===== config.mk =====
export PLATFORM = sky130hd
export DESIGN_NAME = proximity_lid_servo_controller_core
export DESIGN_NICKNAME = d
export VERILOG_FILES = /design/src/design/plsc_pkg.sv /design/src/design/proximity_lid_servo_controller_core.sv
export SDC_FILE = /design/constraint.sdc
export NUM_CORES = 1
export LEC_CHECK = 0
export ABC_AREA = 1
export BUFFER_PORTS_ARGS = -buffer_cell sky130_fd_sc_hd__buf_4
export CORE_ASPECT_RATIO = 0.9
export CORE_UTILIZATION = 61
export DETAILED_ROUTE_END_ITERATION = 8
export GPL_TIMING_DRIVEN = 0
export PLACE_DENSITY = 0.82
export SYNTH_ARGS = -nofsm -noshare
export SYNTH_HDL_FRONTEND = slang
export SYNTH_SLANG_ARGS = --single-unit

===== constraint.sdc =====
create_clock -name clk -period 4.05 [get_ports clk]
set_clock_uncertainty 0.05 [all_clocks]
set_input_delay 0.2025 -clock clk [delete_from_list [all_inputs] [get_ports clk]]
set_output_delay 0.2025 -clock clk [all_outputs]
set_load 0.005 [all_outputs]

===== src/design/plsc_pkg.sv =====
// package: types and constants for the proximity lid servo controller
package plsc_pkg;

  localparam int ECHO_W  = 15;
  localparam int HOLD_W  = 16;
  localparam int STEP_W  = 8;
  localparam int ANGLE_W = 8;
  localparam int CFG_W   = 16;
  localparam int CFG_IDX_W = 3;

  typedef enum logic [1:0] {
    LID_CLOSED  = 2'd0,
    LID_OPENING = 2'd1,
    LID_OPEN    = 2'd2,
    LID_CLOSING = 2'd3
  } lid_state_t;

  localparam logic [CFG_IDX_W-1:0] REG_NEAR_ECHO    = 3'd0;
  localparam logic [CFG_IDX_W-1:0] REG_HOLD_TICKS   = 3'd1;
  localparam logic [CFG_IDX_W-1:0] REG_STEP_TICKS   = 3'd2;
  localparam logic [CFG_IDX_W-1:0] REG_OPEN_ANGLE   = 3'd3;
  localparam logic [CFG_IDX_W-1:0] REG_CLOSED_ANGLE = 3'd4;

  localparam logic [ECHO_W-1:0]  NEAR_ECHO_RST    = 15'd1166;
  localparam logic [HOLD_W-1:0]  HOLD_TICKS_RST   = 16'd3000;
  localparam logic [STEP_W-1:0]  STEP_TICKS_RST   = 8'd15;
  localparam logic [ANGLE_W-1:0] OPEN_ANGLE_RST   = 8'd90;
  localparam logic [ANGLE_W-1:0] CLOSED_ANGLE_RST = 8'd0;

endpackage


===== src/design/proximity_lid_servo_controller_core.sv =====
// top level: proximity triggered lid controller with stepped servo
//
// Each input request is one millisecond tick, optionally carrying a fresh
// ultrasonic echo time (in_sample_valid). A held echo that is nonzero and at
// or below near_echo_us means a hand is present. The lid walks through
// closed, opening, open and closing; the servo angle moves one degree per
// step interval while opening or closing.
// Channels: input and result both use valid/stall; a request moves on a
// rising edge with valid high and stall low. Configuration is a plain write
// port (cfg_wr_en, cfg_index, cfg_data) that the user writes only while
// the block is idle; the block does not check this. Results are registered.
// Throughput: one tick per cycle; all state updates in one pass through
// the comparators and the angle incrementer into the state registers.
// When the receiver stalls, the result register holds and in_stall rises,
// so no further tick is taken until the result leaves.
// Reset (rst_n low, synchronous) loads the default register values, closes
// the lid at the closed angle, clears the held echo and the hand timer and
// saturates the step timer.
module proximity_lid_servo_controller_core #(
  parameter int TIMER_WIDTH = 16
) (
  input  logic                           clk,
  input  logic                           rst_n,
  input  logic                           cfg_wr_en,
  input  logic [plsc_pkg::CFG_IDX_W-1:0] cfg_index,
  input  logic [plsc_pkg::CFG_W-1:0]     cfg_data,
  input  logic                           in_valid,
  output logic                           in_stall,
  input  logic                           in_sample_valid,
  input  logic [plsc_pkg::ECHO_W-1:0]    in_echo_us,
  output logic                           out_valid,
  input  logic                           out_stall,
  output logic [1:0]                     out_lid_state,
  output logic [plsc_pkg::ANGLE_W-1:0]   out_servo_angle,
  output logic                           out_angle_changed,
  output logic                           out_hand_seen
);
  import plsc_pkg::*;

  localparam int CMP_W = (TIMER_WIDTH > HOLD_W) ? TIMER_WIDTH : HOLD_W;

  logic [ECHO_W-1:0]  near_echo_r;
  logic [HOLD_W-1:0]  hold_ticks_r;
  logic [STEP_W-1:0]  step_ticks_r;
  logic [ANGLE_W-1:0] open_angle_r;
  logic [ANGLE_W-1:0] closed_angle_r;

  lid_state_t             mode_r, mode_nxt;
  logic [ANGLE_W-1:0]     angle_r, angle_nxt;
  logic [ECHO_W-1:0]      held_echo_r, held_echo_nxt;
  logic [TIMER_WIDTH-1:0] since_step_r, since_step_nxt;
  logic [TIMER_WIDTH-1:0] since_hand_r, since_hand_nxt;
  logic [TIMER_WIDTH-1:0] step_inc, hand_inc;

  logic                   out_valid_r, out_valid_nxt;
  logic [1:0]             out_state_r;
  logic [ANGLE_W-1:0]     out_angle_r;
  logic                   out_changed_r;
  logic                   out_hand_r;

  logic               in_accept;
  logic               hand;
  logic               step_due;
  logic               hold_due;
  logic               do_step;
  logic               at_goal;
  logic               moved;
  logic [ANGLE_W-1:0] goal;
  logic [ANGLE_W-1:0] angle_step;

  assign in_stall  = out_valid_r & out_stall;
  assign in_accept = in_valid & ~in_stall;

  // configuration registers
  always_ff @(posedge clk) begin
    if (!rst_n) begin
      near_echo_r    <= NEAR_ECHO_RST;
      hold_ticks_r   <= HOLD_TICKS_RST;
      step_ticks_r   <= STEP_TICKS_RST;
      open_angle_r   <= OPEN_ANGLE_RST;
      closed_angle_r <= CLOSED_ANGLE_RST;
    end else if (cfg_wr_en) begin
      case (cfg_index)
        REG_NEAR_ECHO:    near_echo_r    <= cfg_data[ECHO_W-1:0];
        REG_HOLD_TICKS:   hold_ticks_r   <= cfg_data[HOLD_W-1:0];
        REG_STEP_TICKS:   step_ticks_r   <= cfg_data[STEP_W-1:0];
        REG_OPEN_ANGLE:   open_angle_r   <= cfg_data[ANGLE_W-1:0];
        REG_CLOSED_ANGLE: closed_angle_r <= cfg_data[ANGLE_W-1:0];
        default: begin
        end
      endcase
    end
  end

  // echo hold, timers and step decision
  always_comb begin
    held_echo_nxt = in_sample_valid ? in_echo_us : held_echo_r;
    hand = (held_echo_nxt != '0) && (held_echo_nxt <= near_echo_r);
    step_inc = (since_step_r == '1) ? since_step_r : since_step_r + TIMER_WIDTH'(1);
    hand_inc = (since_hand_r == '1) ? since_hand_r : since_hand_r + TIMER_WIDTH'(1);
    step_due = CMP_W'(step_inc) >= CMP_W'(step_ticks_r);
    hold_due = CMP_W'(hand_inc) >= CMP_W'(hold_ticks_r);
    goal = (mode_r == LID_OPENING) ? open_angle_r : closed_angle_r;
    do_step = step_due &&
              ((mode_r == LID_OPENING) || ((mode_r == LID_CLOSING) && !hand));
    if (angle_r < goal) begin
      angle_step = angle_r + ANGLE_W'(1);
    end else if (angle_r > goal) begin
      angle_step = angle_r - ANGLE_W'(1);
    end else begin
      angle_step = angle_r;
    end
    at_goal   = angle_step == goal;
    moved     = do_step && (angle_r != goal);
    angle_nxt = do_step ? angle_step : angle_r;
    since_step_nxt = do_step ? '0 : step_inc;
    if (((mode_r == LID_OPENING) && do_step && at_goal) ||
        ((mode_r == LID_OPEN) && hand)) begin
      since_hand_nxt = '0;
    end else begin
      since_hand_nxt = hand_inc;
    end
  end

  // lid next state
  always_comb begin
    mode_nxt = mode_r;
    case (mode_r)
      LID_CLOSED: begin
        if (hand) mode_nxt = LID_OPENING;
      end
      LID_OPENING: begin
        if (do_step && at_goal) mode_nxt = LID_OPEN;
      end
      LID_OPEN: begin
        if (!hand && hold_due) mode_nxt = LID_CLOSING;
      end
      LID_CLOSING: begin
        if (hand) begin
          mode_nxt = LID_OPENING;
        end else if (do_step && at_goal) begin
          mode_nxt = LID_CLOSED;
        end
      end
      default: mode_nxt = LID_CLOSED;
    endcase
  end

  always_comb begin
    out_valid_nxt = in_accept | (out_valid_r & out_stall);
  end

  always_ff @(posedge clk) begin
    if (!rst_n) begin
      mode_r       <= LID_CLOSED;
      angle_r      <= CLOSED_ANGLE_RST;
      held_echo_r  <= '0;
      since_step_r <= '1;
      since_hand_r <= '0;
      out_valid_r  <= 1'b0;
    end else begin
      out_valid_r <= out_valid_nxt;
      if (in_accept) begin
        mode_r       <= mode_nxt;
        angle_r      <= angle_nxt;
        held_echo_r  <= held_echo_nxt;
        since_step_r <= since_step_nxt;
        since_hand_r <= since_hand_nxt;
      end
    end
  end

  // result register
  always_ff @(posedge clk) begin
    if (in_accept) begin
      out_state_r   <= mode_nxt;
      out_angle_r   <= angle_nxt;
      out_changed_r <= moved;
      out_hand_r    <= hand;
    end
  end

  assign out_valid         = out_valid_r;
  assign out_lid_state     = out_state_r;
  assign out_servo_angle   = out_angle_r;
  assign out_angle_changed = out_changed_r;
  assign out_hand_seen     = out_hand_r;

  a_angle_holds_when_idle: assert property (@(posedge clk) disable iff (!rst_n)
    !in_accept |=> $stable(angle_r))
    else $error("servo angle changed without a request");

  a_step_clears_timer: assert property (@(posedge clk) disable iff (!rst_n)
    in_accept && do_step |=> since_step_r == '0)
    else $error("step timer not cleared after a step");

  a_hand_clears_hold: assert property (@(posedge clk) disable iff (!rst_n)
    in_accept && (mode_r == LID_OPEN) && hand |=> since_hand_r == '0)
    else $error("hold timer not cleared by a hand while open");

  a_result_matches_state: assert property (@(posedge clk) disable iff (!rst_n)
    in_accept |=> (out_servo_angle == angle_r) && (out_lid_state == mode_r))
    else $error("result does not match lid state");

endmodule


==> summary.txt, run 1 <==
Clock tree buffer depth = 2
Final Hold Viols = 0
RR Endpoint = out_lid_state[1]
Asr flop ratio synth = 0%
Final worst path period share = 91.7%
Syn_area_per_cell = 7.24 um2
Violated checks = DRC
Final Net Count = 1212
First-pass GRT wire length = 31500 um
CP Data Arrival Time = 3.83 ns
Area occupied by multi-input gates = 4120 um2
Initial antenna violation count = 0
Synth Flop Type = dfxtp_1
Slew margin rel. = 5.39%
Library cells used by synthesis = 44
Reg-to-reg startpoint = mode_r[0]
TritonRoute pass-1 iters = 7
R2r setup slk = 0.34 ns
Worst setup path category = reg -> reg
DR DRC count = 1
Layout cells sized above 1 = 14.5%
Number of synthesized flops with an enable pin = 12
# IOs = 54
Via Count = 7239
Total clock sinks = 125
Peak Freq = 269 MHz
CTS H-tree depth = 4
Vias in the first global route = 6685
Critical Path Start = mode_r[0]
Die Wd = 119 um
Synth top area share = 29.9%
# port buffers = 52
Core area = 12100 um2
Slowest CP cell = dfxtp_1
Crit path launch type = register
CP Depth = 24
Die height = 108 um
Clk Latency, worst-skew pair = 0.42 ns
Via density = 5.59
Ant. Diodes = 0
Met1 Usage GRT = 39.8%
Fillers = 952
Delay-heaviest family, CP = simple AND/OR/NAND/NOR gates
Iteration-0 DRC Markers = 666
Hold Path Class = in -> reg
Crit path max fanout = 10
Total CTS buffers = 17
Register area = 2620 um2
Worst path bufs/invs = 6
Max IR drop VDD = 0.340 mV
GR peak layer = met2
Worst EP required = 4.17 ns
Met2 usage = 53.2%
FP Rows = 38
Sequential area share after synthesis = 34.7%
Worst slack, placed = 0.356 ns
Critical Path Most Common Cell = nand2_1
Hold Path Depth = 3
GR met3 Demand/Resource = 7.04%
Mapped Area = 7570 um2
Biggest area consumer among synthesized cells = dfxtp_1
CP Cell Sequence = inv_1 -> nor2_2 -> inv_1 -> buf_6 -> o21ai_1 -> inv_1 -> ha_1 -> a21oi_1 -> nor2_1 -> nor2_4 -> nand2_2 -> buf_6 -> nand2_1 -> nand3_1 -> nand2_1 -> nand2_1 -> nand2_1 -> nand2_1 -> nor2_2 -> nand3_1 -> nand2_1 -> nand2_1 -> nand2_1 -> inv_1
Cell leakage power = 4.05 nW
Max_cap viols = 0
Clock-pin slew on the worst setup and hold paths = 0.06 ns
Post-layout power = 3.76 mW
Post-Synthesis Cells = 1046
RSZ-0062 raised after global routing = false
Final min period = 3.71 ns
Final slew viol count = 0
Global-route usage over all layers = 31.4%
Post-DP Area = 8160 um2
Initial cell density of the core = 62.7%
Area Growth Syn to Fin = 16.1%
Post-CTS Setup Bufs = 0
Crit path capture type = register
Crit path setup slack, layout = 0.338 ns
Final Cell Area = 8790 um2
Yosys warns = 0
Power Density = 428 nW/um2
Wire per inst = 14.8 um
Syn_nets = 1137
Status = finished with violations
Yosys reg bits = 125
CP max stage delay = 0.37 ns
CTS root buffer = clkbuf_16
Setup Viol. Count Final = 0
Routability cong. = 0.938
Remaining Overflow, GRT = 0
Register-to-Register Path Depth = 24
Drt total wl = 19200 um
Crit path to = out_lid_state[1]
TritonCTS clock tree = done
Hpwl dp = 14000 um
Routed Antenna Nets = 0
Fin util = 72.8%
Largest net degree at the start of global routing = 22
Worst-margin pin slew = 1.42 ns
Setup_tns = 0 ns
Largest cells by area after synthesis = dfxtp_1, nand2_1, ha_1
Die ar. = 12900 um2
[routing by layer]
| layer | routed length (um) | part of all wire (%) | vias to the layer above |
|---|---|---|---|
| met4 | 291 | 1.5 | 0 |
| met1 | 8420 | 44 | 3299 |
| li1 | - | - | 3623 |
| met3 | 1520 | 7.9 | 37 |
| met5 | 0 | 0 | - |
| met2 | 8940 | 47 | 280 |
[Yosys cell counts, types with 2 or more instances]
library cell / n
ha_1: 51
nand2_1: 214
o21ai_2: 9
inv_2: 4
o21ai_0: 74
nor2_4: 4
xor2_1: 9
a21oi_2: 13
buf_6: 8
dfxtp_1: 113
nand3b_1: 3
nor2_2: 10
o31ai_1: 5
buf_2: 2
nand3_1: 54
xnor2_1: 6
edfxtp_1: 12
a21oi_1: 86
a22oi_1: 5
inv_1: 151
nor2_1: 77
nand3_2: 18
clkbuf_1: 21
a211oi_1: 5
nor3_1: 14
nand4_1: 12
a31oi_1: 4
nand2_2: 7
o221ai_1: 2
o21ai_1: 20
o211ai_1: 19
mux2i_1: 2
[through the flow]
step	hold slack (ns)	instances
after floorplan	0.279	1046
final	0.00169	1294
after detailed placement	0.393	1258
after global routing	0.00678	1294
after global placement	0.383	1258
after CTS	0.00113	1294
[tightest hold or removal path, stage by stage]
cell	delay [ns]
buf_4	0.11
inv_1	0.06
a21oi_1	0.06
[sequential cells by signal (all words and copies together), names as in the netlist]
signal / count
since_hand_r: 16
held_echo_r: 15
out_valid: 1
angle_r: 8
mode_r: 2
out_lid_state: 2
since_step_r: 16
open_angle_r: 8
step_ticks_r: 8
out_angle_changed: 1
hold_ticks_r: 16
out_hand_seen: 1
closed_angle_r: 8
near_echo_r: 15
out_servo_angle: 8
[cells by family (layout without fill, tap and decap cells)]
kind of cell | Yosys count | after routing | synth area share, %
adders and majority gates | 51 | 51 | 8.43
muxes | 2 | 2 | 0.265
buffers and inverters | 191 | 279 | 10.9
AOI/OAI and AO/OA | 244 | 244 | 18.6
xor gates and xnor gates | 15 | 15 | 1.74
and+or+nand+nor | 418 | 418 | 25.4
DFF | 125 | 125 | 34.7
[worst min path at each step]
stage / endpoint / slack [ns] / startpoint
floorplan: open_angle_r[1] / 0.28 / cfg_data[1]
global placement: held_echo_r[9] / 0.38 / held_echo_r[9]
detailed placement: held_echo_r[10] / 0.39 / held_echo_r[10]
CTS: out_valid / 0.001 / in_valid
global route: step_ticks_r[1] / 0.007 / cfg_data[1]
finish: out_valid / 0.002 / in_valid
[cell usage in the layout (no fill, tap or decap), types with 3 or more instances in the layout]
master / n
dfxtp_1: 113
a21oi_1: 86
a211oi_1: 5
nand4_1: 12
o211ai_1: 19
nor3_1: 14
xor2_1: 9
buf_4: 52
edfxtp_1: 12
clkinv_2: 7
o21ai_0: 72
o21ai_1: 22
bufinv_16: 3
inv_1: 151
nand2_1: 214
nand3_2: 18
a31oi_1: 4
clkbuf_1: 23
dlygate4sd3_1: 5
nor2_1: 77
o31ai_1: 5
ha_1: 51
nor2_4: 4
xnor2_1: 6
buf_6: 8
o21ai_2: 9
inv_2: 4
clkbuf_16: 17
nor2_2: 10
nand2_2: 7
a22oi_1: 5
nand3_1: 54
nand3b_1: 3
a21oi_2: 13
[repair_timing]
item	CTS	global route
endpoints found under the hold margin	4	0
hold buffers	4	0
gates resized for setup	0	2
endpoints found under the setup margin	0	2
[cell type report]
type,instances,area share (%)
flip-flops and latches,125,29.8
plain buffers,35,2.71
clock inverters,12,1.61
inverters,156,6.68
well taps,160,2.28
repair buffers,56,4.90
multi-input cells,730,46.9
clock buffers,20,5.08
[where the power goes]
part | internal (mW) | switching (mW) | total [mW]
Combinational | 0.306 | 0.538 | 0.844
Sequential | 1.33 | 0.0519 | 1.38
Clock | 0.978 | 0.554 | 1.53
(Power assumes the default switching activity.)
==> run 2: changes to the inputs <==
==> constraint.sdc (replaced) <==
create_clock -name clk -period 4.05 [get_ports clk]
set_clock_uncertainty 0.05 [all_clocks]
set_input_delay 0.6075 -clock clk [delete_from_list [all_inputs] [get_ports clk]]
set_output_delay 0.6075 -clock clk [all_outputs]
set_load 0.005 [all_outputs]
==> run 2 against run 1 <==
The run now ends clean. Sequential power hardly changed. Fmax rose by 0.12%. Sequential share of layout area grew 0.14 points. Non-clock buffer count is 4 lower. Critical path depth did not move. Utilization shrank 0.33 points. Global-route usage decreased by 0.18 points. Via count is 0.68% lower. Critical path type unchanged. Highest routed layer unchanged.
==> summary.txt, run 2 (same netlist as run 1, synthesis figures left out) <==
Worst EP required = 4.17 ns
Wire per inst = 14.8 um
RSZ-0062 raised after global routing = false
Initial cell density of the core = 62.7%
Core area = 12100 um2
Crit path max fanout = 10
Worst-margin pin slew = 1.39 ns
Clock tree buffer depth = 2
Area occupied by multi-input gates = 4120 um2
Total CTS buffers = 17
Total clock sinks = 125
Final Hold Viols = 0
Global-route usage over all layers = 31.2%
TritonCTS clock tree = done
Via Count = 7190
Biggest registers after layout = hold_ticks_r x16, since_hand_r x16, since_step_r x16
Cell leakage power = 4.04 nW
Slew margin rel. = 7.59%
Status = finished, final reports clean
Die ar. = 12900 um2
Area Growth Syn to Fin = 15.6%
Crit path capture type = register
Largest net degree at the start of global routing = 22
Max IR drop VDD = 0.341 mV
Iteration-0 DRC Markers = 733
TritonRoute pass-1 iters = 6
Post-layout power = 3.76 mW
Dpl cells = 1258
Final Cell Area = 8750 um2
Ant. Diodes = 0
# port buffers = 52
Post-DP Area = 8160 um2
Fin util = 72.4%
Hold Path Class = in -> reg
Clk Latency, worst-skew pair = 0.42 ns
Worst setup path category = reg -> reg
Commonest non-fill, non-tap cell in the layout = nand2_1
Die height = 108 um
Layout cells sized above 1 = 14.5%
Setup_tns = 0 ns
Routability cong. = 0.938
Peak Freq = 270 MHz
CTS root buffer = clkbuf_16
Register area = 2620 um2
Layout Cells excl Fill = 1290
Remaining Overflow, GRT = 0
Final worst path period share = 91.6%
Final slew viol count = 0
Clock-pin slew on the worst setup and hold paths = 0.06 ns
Via density = 5.57
Resize count post-CTS = 0
Routed Antenna Nets = 0
Setup Viol. Count Final = 0
Hold-fix buffers, CTS = 0
Hpwl dp = 14000 um
Max_cap viols = 0
CTS H-tree depth = 4
Crit path launch type = register
Vias in the first global route = 6656
Final Net Count = 1208
Die Wd = 119 um
First-pass GRT wire length = 31300 um
CP Data Arrival Time = 3.83 ns
Fin Hold WS = 0.380 ns
Most frequent cells in the layout = nand2_1, inv_1, dfxtp_1, a21oi_1, nor2_1
DR DRC count = 0
Final min period = 3.71 ns
Worst slack, placed = 0.356 ns
Fillers = 959
Crit path setup slack, layout = 0.342 ns
Drt total wl = 19100 um
FP Rows = 38
Initial antenna violation count = 0
Power Density = 429 nW/um2
# IOs = 54
Post-CTS Setup Bufs = 0
==> run 2: cell types whose count changed in the layout (fill, tap and decap cells not counted) <==
cell           before  now
dlygate4sd3_1       5    1
==> run 2: final timing paths <==
kind                        start                to  slack (ns)  cells past startpoint
hold reg to reg   held_echo_r[14]   held_echo_r[14]        0.40                      2
setup reg to reg        mode_r[0]  out_lid_state[1]        0.34                     24
hold / removal        cfg_data[8]   hold_ticks_r[8]        0.38                      3
setup / recovery        mode_r[0]  out_lid_state[1]        0.34                     24
==> run 2: worst max-delay path, stage by stage, from the launching register on <==
cell and delay, ns:
dfxtp_1 0.37, inv_1 0.08, nor2_2 0.15, inv_1 0.14, buf_6 0.17, o21ai_1 0.18
inv_1 0.09, ha_1 0.30, a21oi_1 0.18, nor2_1 0.09, nor2_4 0.21, nand2_2 0.12
buf_6 0.15, nand2_1 0.07, nand3_1 0.09, nand2_1 0.13, nand2_1 0.07, nand2_1 0.06
nand2_1 0.06, nor2_2 0.17, nand3_1 0.17, nand2_1 0.10, nand2_1 0.05, nand2_1 0.15
inv_1 0.06
==> run 2: layout make-up <==
type                            count  area share [%]
Multi-Input combinational cell    730            47.1
Sequential cell                   125            30.0
Inverter                          156            6.71
Clock buffer                       20            5.11
Timing Repair Buffer               52            4.46
Buffer                             35            2.72
Tap cell                          160            2.29
Clock inverter                     12            1.62
==> run 2: routing by layer <==
layer  global-route usage (%)  wire length (um)  vias to the layer above
met2                     52.7              8860                      252
met3                     7.04              1290                       37
met5                        0                 0                        -
met1                     39.7              8670                     3287
met4                     9.29               299                        0
li1                         -                 -                     3614
==> run 2: power by group <==
| part | switching, mW | internal (mW) | total, mW |
|---|---|---|---|
| registers | 0.0515 | 1.33 | 1.38 |
| clock network | 0.554 | 0.978 | 1.53 |
| logic | 0.539 | 0.304 | 0.843 |
